--- src/rtl/tdp_pkg.sv ---
// shared types and constants for the trial division primality block
package tdp_pkg;

   typedef enum logic [1:0] {
      VERDICT_PRIME     = 2'd0,
      VERDICT_COMPOSITE = 2'd1,
      VERDICT_NEITHER   = 2'd2
   } verdict_type;

   typedef enum logic [2:0] {
      ST_IDLE,
      ST_CLASSIFY,
      ST_DIV,
      ST_CHECK,
      ST_DONE
   } state_type;

   // controller to datapath
   typedef struct packed {
      logic        load;         // capture incoming value, divisor to three
      logic        start_div;    // begin a division of value by divisor
      logic        div_step;     // one restoring division step
      logic        next_div;     // advance divisor to next odd number
      logic        set_verdict;  // latch verdict
      verdict_type verdict;
      logic        publish;      // move verdict into output register
   } cmd_type;

   // datapath to controller
   typedef struct packed {
      logic is_neither;
      logic is_two;
      logic is_even;
      logic div_last;
      logic d_gt_q;
      logic rem_zero;
      logic out_free;
   } status_type;

endpackage

--- src/rtl/tdp_ctrl.sv ---
// controller state machine for the trial division primality block
module tdp_ctrl (
   input  logic                clock,
   input  logic                reset,
   input  logic                req_valid,
   output logic                req_stall,
   input  tdp_pkg::status_type status,
   output tdp_pkg::cmd_type    cmd
);

   tdp_pkg::state_type state_ff;
   tdp_pkg::state_type state_in;

   always_ff @(posedge clock) begin
      if (reset) begin
         state_ff <= tdp_pkg::ST_IDLE;
      end else begin
         state_ff <= state_in;
      end
   end

   // next state
   always_comb begin
      state_in = state_ff;
      unique case (state_ff)
         tdp_pkg::ST_IDLE: begin
            if (req_valid) state_in = tdp_pkg::ST_CLASSIFY;
         end
         tdp_pkg::ST_CLASSIFY: begin
            if (status.is_neither || status.is_two || status.is_even) begin
               state_in = tdp_pkg::ST_DONE;
            end else begin
               state_in = tdp_pkg::ST_DIV;
            end
         end
         tdp_pkg::ST_DIV: begin
            if (status.div_last) state_in = tdp_pkg::ST_CHECK;
         end
         tdp_pkg::ST_CHECK: begin
            if (status.d_gt_q || status.rem_zero) begin
               state_in = tdp_pkg::ST_DONE;
            end else begin
               state_in = tdp_pkg::ST_DIV;
            end
         end
         tdp_pkg::ST_DONE: begin
            if (status.out_free) state_in = tdp_pkg::ST_IDLE;
         end
         default: state_in = tdp_pkg::ST_IDLE;
      endcase
   end

   // outputs
   always_comb begin
      cmd       = '0;
      cmd.verdict = tdp_pkg::VERDICT_PRIME;
      req_stall = 1'b1;
      unique case (state_ff)
         tdp_pkg::ST_IDLE: begin
            req_stall = 1'b0;
            cmd.load  = req_valid;
         end
         tdp_pkg::ST_CLASSIFY: begin
            priority if (status.is_neither) begin
               cmd.set_verdict = 1'b1;
               cmd.verdict     = tdp_pkg::VERDICT_NEITHER;
            end else if (status.is_two) begin
               cmd.set_verdict = 1'b1;
               cmd.verdict     = tdp_pkg::VERDICT_PRIME;
            end else if (status.is_even) begin
               cmd.set_verdict = 1'b1;
               cmd.verdict     = tdp_pkg::VERDICT_COMPOSITE;
            end else begin
               cmd.start_div = 1'b1;
            end
         end
         tdp_pkg::ST_DIV: begin
            cmd.div_step = 1'b1;
         end
         tdp_pkg::ST_CHECK: begin
            priority if (status.d_gt_q) begin
               cmd.set_verdict = 1'b1;
               cmd.verdict     = tdp_pkg::VERDICT_PRIME;
            end else if (status.rem_zero) begin
               cmd.set_verdict = 1'b1;
               cmd.verdict     = tdp_pkg::VERDICT_COMPOSITE;
            end else begin
               cmd.next_div  = 1'b1;
               cmd.start_div = 1'b1;
            end
         end
         tdp_pkg::ST_DONE: begin
            cmd.publish = status.out_free;
         end
         default: begin
            req_stall = 1'b1;
         end
      endcase
   end

endmodule

--- src/rtl/tdp_dp.sv ---
// datapath: value, divisor, restoring divider and output register
module tdp_dp #(
   parameter int VALUE_WIDTH = 32
) (
   input  logic                     clock,
   input  logic                     reset,
   input  logic [VALUE_WIDTH-1:0]   req_value,
   input  logic                     rsp_stall,
   output logic                     rsp_valid,
   output logic [1:0]               rsp_verdict,
   input  tdp_pkg::cmd_type         cmd,
   output tdp_pkg::status_type      status
);

   localparam int W     = VALUE_WIDTH;
   localparam int CNT_W = $clog2(W);

   logic [W-1:0]     n_ff, n_in;
   logic [W-1:0]     d_ff, d_in;
   logic [W-1:0]     quo_ff, quo_in;
   logic [W-1:0]     rem_ff, rem_in;
   logic [CNT_W-1:0] cnt_ff, cnt_in;
   tdp_pkg::verdict_type verdict_ff, verdict_in;
   tdp_pkg::verdict_type rsp_verdict_ff, rsp_verdict_in;
   logic             rsp_valid_ff, rsp_valid_in;

   logic [W:0] rem_shift;
   logic [W:0] rem_sub;
   logic       fits;

   // restoring division step
   assign rem_shift = {rem_ff, quo_ff[W-1]};
   assign fits      = rem_shift >= {1'b0, d_ff};
   assign rem_sub   = rem_shift - {1'b0, d_ff};

   always_comb begin
      n_in           = n_ff;
      d_in           = d_ff;
      quo_in         = quo_ff;
      rem_in         = rem_ff;
      cnt_in         = cnt_ff;
      verdict_in     = verdict_ff;
      rsp_verdict_in = rsp_verdict_ff;
      rsp_valid_in   = rsp_valid_ff && rsp_stall;
      if (cmd.load) begin
         n_in = req_value;
         d_in = W'(3);
      end
      if (cmd.next_div) d_in = d_ff + W'(2);
      if (cmd.start_div) begin
         quo_in = n_ff;
         rem_in = '0;
         cnt_in = '0;
      end else if (cmd.div_step) begin
         quo_in = {quo_ff[W-2:0], fits};
         rem_in = fits ? rem_sub[W-1:0] : rem_shift[W-1:0];
         cnt_in = cnt_ff + CNT_W'(1);
      end
      if (cmd.set_verdict) verdict_in = cmd.verdict;
      if (cmd.publish) begin
         rsp_verdict_in = verdict_ff;
         rsp_valid_in   = 1'b1;
      end
   end

   always_ff @(posedge clock) begin
      if (reset) begin
         rsp_valid_ff <= 1'b0;
      end else begin
         rsp_valid_ff <= rsp_valid_in;
      end
   end

   always_ff @(posedge clock) begin
      n_ff           <= n_in;
      d_ff           <= d_in;
      quo_ff         <= quo_in;
      rem_ff         <= rem_in;
      cnt_ff         <= cnt_in;
      verdict_ff     <= verdict_in;
      rsp_verdict_ff <= rsp_verdict_in;
   end

   assign status.is_neither = n_ff[W-1] || (n_ff <= W'(1));
   assign status.is_two     = n_ff == W'(2);
   assign status.is_even    = !n_ff[0];
   assign status.div_last   = cnt_ff == CNT_W'(W - 1);
   assign status.d_gt_q     = d_ff > quo_ff;
   assign status.rem_zero   = rem_ff == '0;
   assign status.out_free   = !rsp_valid_ff || !rsp_stall;

   assign rsp_valid   = rsp_valid_ff;
   assign rsp_verdict = rsp_verdict_ff;

endmodule

--- src/rtl/trial_division_primality.sv ---
// top level of the trial division primality classifier
//
//   channel  direction  handshake             payload
//   req      in         req_valid/req_stall   req_value   (VALUE_WIDTH, signed)
//   rsp      out        rsp_valid/rsp_stall   rsp_verdict (2 bits: prime, composite, neither)
//
// one transaction at a time; values that are negative, at most one, two or even
// finish after the classify state alone, plus output handoff
// an odd value is divided by each odd divisor in turn, from three, in the
// one-bit-per-cycle restoring divider, until one divides it or exceeds the quotient
// reset (synchronous, active high) clears the state machine and rsp_valid
// a new transaction is taken while a result still waits in the output register;
// rsp_stall only holds the machine in its final state when that register is full
module trial_division_primality #(
   parameter int VALUE_WIDTH = 32
) (
   input  logic                   clock,
   input  logic                   reset,
   input  logic                   req_valid,
   output logic                   req_stall,
   input  logic [VALUE_WIDTH-1:0] req_value,
   output logic                   rsp_valid,
   input  logic                   rsp_stall,
   output logic [1:0]             rsp_verdict
);

   // command and status between controller and datapath
   tdp_pkg::cmd_type    cmd;
   tdp_pkg::status_type status;

   // sequencing: classify, then divide / check per trial divisor
   tdp_ctrl u_ctrl (
      .clock     (clock),
      .reset     (reset),
      .req_valid (req_valid),
      .req_stall (req_stall),
      .status    (status),
      .cmd       (cmd)
   );

   // value, divisor, quotient/remainder shift registers, output register
   tdp_dp #(
      .VALUE_WIDTH (VALUE_WIDTH)
   ) u_dp (
      .clock       (clock),
      .reset       (reset),
      .req_value   (req_value),
      .rsp_stall   (rsp_stall),
      .rsp_valid   (rsp_valid),
      .rsp_verdict (rsp_verdict),
      .cmd         (cmd),
      .status      (status)
   );

   // an accepted transaction keeps the input side busy until it completes
   a_busy_after_accept: assert property (
      @(posedge clock) disable iff (reset)
      (req_valid && !req_stall) |=> req_stall
   ) else $error("input accepted while previous transaction in flight");

   // a result never overwrites one that is still waiting
   a_publish_free: assert property (
      @(posedge clock) disable iff (reset)
      cmd.publish |-> status.out_free
   ) else $error("output register overwritten");

   // a published result shows up on the output
   a_publish_valid: assert property (
      @(posedge clock) disable iff (reset)
      cmd.publish |=> rsp_valid
   ) else $error("published result not presented");

   // divider restart and divider step never collide
   a_div_cmd_excl: assert property (
      @(posedge clock) disable iff (reset)
      !(cmd.start_div && cmd.div_step)
   ) else $error("divider start and step together");

endmodule

--- config.mk ---
export PLATFORM = sky130hd
export DESIGN_NAME = trial_division_primality
export DESIGN_NICKNAME = d
export VERILOG_FILES = /design/src/rtl/tdp_pkg.sv /design/src/rtl/tdp_ctrl.sv /design/src/rtl/tdp_dp.sv /design/src/rtl/trial_division_primality.sv
export SDC_FILE = /design/constraint.sdc
export NUM_CORES = 1
export LEC_CHECK = 0
export CELL_PAD_IN_SITES_DETAIL_PLACEMENT = 1
export CELL_PAD_IN_SITES_GLOBAL_PLACEMENT = 2
export CORE_ASPECT_RATIO = 1.2
export CORE_UTILIZATION = 38
export CTS_CLUSTER_DIAMETER = 100
export DETAILED_ROUTE_END_ITERATION = 10
export DONT_BUFFER_PORTS = 1
export HOLD_SLACK_MARGIN = 0.03
export PLACE_DENSITY_LB_ADDON = 0.1
export SLEW_MARGIN = 25
export SYNTH_ARGS = -nofsm -noshare
export SYNTH_HDL_FRONTEND = slang
export SYNTH_SLANG_ARGS = --single-unit
--- constraint.sdc ---
create_clock -name clock -period 2.9 [get_ports clock]
set_input_delay 0.58 -clock clock [delete_from_list [all_inputs] [get_ports clock]]
set_output_delay 0.58 -clock clock [all_outputs]
set_load 0.03 [all_outputs]
### After elaboration in Yosys (flattened, before gate mapping)

Index checks and enable logic that the tools add are counted.
Widths: inputs -> output; s select.

* register bits: 141
* bits in latches: 0
* bits in writable memories: 0
* bits in read-only memories: 0
* input bits: 36
* output and inout bits: 4
* logic and storage cells: 67
* memories: 0

* add/subtract/negate cells: 3
* $mul: 0
* divide/modulo/power cells: 0
* order comparisons: 3
* eq/ne operators: 9
* shift-type cells: 0
* multiplexer cells: 29
* bitwise gates (word level): 0
* reduce and logical (&&, ||, !) cells: 14

Operators with widths (count)
* $mux 32: 5
* $ge 33x32->1: 1
* $add 32x2->32 const B: 1
* $eq 32x2->1 const B: 1
* $gt 32x32->1: 1
* $le 32x1->1 const B: 1
* $logic_not 32->1: 1
* $sub 32x32->32: 1
* $mux 3: 10
* $pmux 3 s5: 1
* $mux 1: 11
* $eq 3x2->1 const B: 2
* $pmux 3 s2: 1
* $add 5x1->5 const B: 1
* $eq 5x5->1 const B: 1
* $logic_or 1x1->1: 5
* $ne 2x2->1 const B: 2
* $reduce_bool 2->1: 2
* $eq 3x1->1 const B: 1
* $eq 3x3->1 const B: 1
* $logic_not 1->1: 3
* $logic_not 3->1: 1
* $reduce_and 3->1: 1
* $ne 2x1->1 const B: 1
* 2 further kinds: 2

### Longest topological paths before layout

* depth after elaboration: 6
* gate-level depth with buffers: 15

### Cells and area by module

From an unflattened synthesis, not the netlist that was laid out.

* cells, all modules: 917
* area total of the unflattened synthesis: 8725.9 um^2

By module, submodules not included
* tdp_dp: times used 1, cells each 890, area an instance 8504.4 um^2, sequential area each 3733.6 um^2
* tdp_ctrl: times used 1, cells each 27, area an instance 221.5 um^2, sequential area each 60.1 um^2

### Worst setup path before layout

No wires, ideal clock.

* path kind: reg-to-reg
* start: reg u_dp.quo_ff[31]
* end: reg u_dp.d_ff[10], enable pin
* library setup time: 0.471 ns
* arrival time: 2.726 ns
* setup slack: -0.297 ns
* cell stages (with the launch flop): 11
* path buffers: 1
* clock period less this slack: 3.197 ns
* cells stage by stage: edfxtp_1 inv_1 ha_1 nand4_1 or4_1 a21oi_1 o21ai_1 a21o_2 nand2_2 clkbuf_1 nand2_1

* cells in the longest elaborated chain, start to end: 4

Ends and longest elaborated chain
* start: declaration: RTL line tdp_dp.sv:20 `logic [W-1:0] quo_ff, quo_in;`
* start signal: assignment: RTL line tdp_dp.sv:77 `quo_ff <= quo_in;`
* $gt 32x32->1: RTL line tdp_dp.sv:88 `assign status.d_gt_q = d_ff > quo_ff;`
* $mux 1: RTL line tdp_ctrl.sv:81 `priority if (status.d_gt_q) begin`
* $mux 1: RTL line tdp_ctrl.sv:58 `unique case (state_ff)`
* $reduce_bool 2->1 (no source line)
* end signal: assignment: RTL line tdp_dp.sv:76 `d_ff <= d_in;`
* end: declaration: RTL line tdp_dp.sv:19 `logic [W-1:0] d_ff, d_in;`

No other way between the ends.
A chain may end at the register's enable or synchronous reset.

### Worst setup path in the final report

* start: reg u_dp.quo_ff[31]
* end: reg u_dp.rem_ff[14]

* cells in the longest elaborated chain, start to end: 3
* elaborated cells between the ends (all ways): 6
* classes of those cells: add/sub (1); order compare (2); mux (3)

Ends and longest elaborated chain
* $gt 32x32->1: RTL line tdp_dp.sv:88
* $mux 1: RTL line tdp_ctrl.sv:81
* $pmux 1 s2: RTL line tdp_ctrl.sv:58
* end signal: assignment: RTL line tdp_dp.sv:78 `rem_ff <= rem_in;`
* end: declaration: RTL line tdp_dp.sv:21 `logic [W-1:0] rem_ff, rem_in;`

Parallel ways exist; a longest one is shown, timed or not.

==> metrics.cfg <==
[run_status]
status=complete, no violations

[power_and_ir_drop]
p_comb_share_pct=51.0
p_per_area_nw_per_um2=916
leakage_nw=4.51
p_switching_mw=4.09
p_int_mw=6.07
irDropWorstVdd_uv=440
p_clk_share_pct=21.2
switching_share_pct=40.3
p_seq_share_pct=27.8

[drt]
drcViolationCount=0
wl_per_cell_um=20.3
ant_nets=0
firstDrtPassIters=4
drt_iter0_markers=319
via_count=7293
finalWirelength_um=26800
routed_via_density=5.51

[floorplan]
die_w_um=139
io_pins=40
die-area_um2=23200
rows=59
core_um2=21900
start_util_pct=39.2
die_y_um=167

[synthesis]
ys_seq_elements=140
synth_area_um2=8590
synth_nets=1006
ys.flop_type=edfxtp_1
synth.distinct_cells=74
synth_edf_count=99
yosys-top-cells-count=nand2_1 (101), edfxtp_1 (99), nor2_1 (76)
synth_seq_area_share_pct=44.1
yosys-top-cells-area=edfxtp_1 (35%), ha_1 (9.6%), dfxtp_1 (9.6%), xnor2_1 (4.7%), nand2_1 (4.4%)
synth_largest_area_cell=edfxtp_1
synth.most_common_cell=nand2_1
syn_inst=903
ys_warn_count=0
yosys.area.top_type_share_pct=34.6
syn_avg_cell_area_um2=9.52
async_flop_share_pct=0

[placement]
place.gp.congestion=0.843
dp.final_hpwl_um=19900
io_buffers=0

[clocking]
cts_tree=done
clockBufferDepth=2
clk_latency_ns=0.44
ctsHtreeMaxLevel=4
clkSinkCount=140
cts_made_buffers=17
clkTransAtPathRegs_ns=0.06
root_buffer=clkbuf_16

[critical_path]
crit_fanout=3
max_stage_delay_ns=0.44
cpMostUsedCell=a22o_1
endpoint_kind=flip-flop
rr_startpoint=u_dp.quo_ff[31]
critical_path_class=reg -> reg
crit_family=compound AO/OA/AOI/OAI gates
path_cells=fa_2 > a21o_1 > a221o_1 > a22o_1 > a41o_1 > o21a_1 > o21ai_1 > nand2_1 > xnor2_2 > a21oi_2 > a22o_1
worst_path_max_delay_cell=edfxtp_1
critical_path.startpoint=u_dp.quo_ff[31]
required_ns=3.22
cp.arrival_ns=3.22
startpoint_type=flip-flop
path_buf_inv=0

[final_layout]
drive_above_1_share_pct=26.1
area_delta_synth_final_pct=29.1
fin_nets=1139
antenna_cells=0
fillCellCount=2417

[timing]
hold_viol_final=0
rsz0062_at_grt=yes
finClkSkew_ns=0.0117
setup_viol=0
finalSetupTns_ns=0
worst_slew_pin_slew_ns=0.620
finalCriticalPeriod_ns=2.89
hold_ws_ns=0.212
max_slew_margin_pct=58.6
report.final.slew_viol_count=0
fmax_mhz=346
post-route-period-util_pct=99.7

[min_path]
min_path_type=in -> reg
min_from=reset

[grt]
grt_max_degree=34
grt_pass1_wl_um=42200
track_usage_pct=23.5
antenna_found_initial=0
overflow=0
first_global_vias=7939

[job]
drv_cap=0

==> metrics by stage <==
| stage | std cells | util, % | cell area, um^2 | power [mW] | setup slack [ns] |
|---|---|---|---|---|---|
| after global routing | 1323 | 50.6 | 11100 | 10.8 | -0.109 |
| final | 1323 | 50.6 | 11100 | 10.2 | 0.00827 |
| after CTS | 1310 | 48.5 | 10600 | 9.75 | -0.0153 |
| after global placement | 1265 | 44.5 | 9750 | 7.23 | -0.137 |
| after floorplan | 903 | - | 8600 | 5.67 | 0.00157 |
| after detailed placement | 1265 | 44.5 | 9750 | 7.38 | -0.221 |
==> final cells by class <==
cell class,count,area [um^2],area share [%]
Multi-Input combinational cell,659,4850,43.8
Clock inverter,15,144,1.30
Sequential cell,140,3790,34.2
Clock buffer,17,425,3.83
Timing Repair Buffer,142,1250,11.2
Inverter,76,288,2.59
Tap cell,274,343,3.09
==> cell usage in the layout, fill, tap and decap left out, drive strengths merged, types with 22 or more instances in the layout <==
master,instances
a21o,32
a21oi,54
buf,140
dfxtp,41
edfxtp,99
ha,66
inv,87
nand2,102
nand4,22
nor2,78
o21ai,77
xnor2,46
==> timing repair <==
action,in CTS,in global routing
cloned,2,3
gates resized for setup,31,70
pin swaps,15,11
buffers inserted,11,14
hold buffers,0,0
endpoints found under the setup margin,84,126
==> path summary, 6_finish.rpt <==
kind	end	slack, ns	cells after the start
hold / removal	u_ctrl.state_ff[2]	0.21	1
setup reg to reg	u_dp.rem_ff[14]	0.008	11
hold reg to reg	u_dp.rsp_verdict[0]	0.43	0
setup / recovery	u_dp.rem_ff[14]	0.008	11
==> metal layers <==
metal | vias to the layer above | GRT usage, % | part of all wire (%) | wire length, um
li1 | 3519 | - | - | -
met1 | 3618 | 28.2 | 43 | 11600
met2 | 120 | 43.0 | 53 | 14100
met4 | 0 | 8.07 | 1.9 | 518
met5 | - | 0 | 0 | 0
met3 | 36 | 2.88 | 2.3 | 608
==> kinds of logic (layout without fill, tap and decap cells) <==
family / count (synthesis) / count (layout) / synth area share (%)
and+or+nand+nor: 302 / 302 / 17.5
AOI/OAI and AO/OA: 219 / 219 / 15.8
DFF: 140 / 140 / 44.1
buffers and inverters: 104 / 250 / 5.15
adders and majority gates: 67 / 67 / 9.84
xor gates and xnor gates: 55 / 55 / 5.60
muxes: 16 / 16 / 1.92
==> state kept, by name, indices dropped and copies added, names as in the netlist <==
register	count
u_dp.quo_ff	32
u_dp.d_ff	31
u_dp.rsp_valid	1
u_dp.verdict_ff	2
u_dp.cnt_ff	5
u_dp.rem_ff	32
u_ctrl.state_ff	3
u_dp.n_ff	32
u_dp.rsp_verdict	2
==> power by group through the flow <==
stage	sequential, mW	combinational, mW	clock [mW]
6_report	2.82	5.19	2.15
5_1_grt	2.86	5.65	2.26
4_1_cts	2.78	4.78	2.19
3_5_place_dp	2.80	4.58	0
3_3_place_gp	2.79	4.44	0
2_1_floorplan	2.73	2.94	0
(Power assumes the default switching activity.)
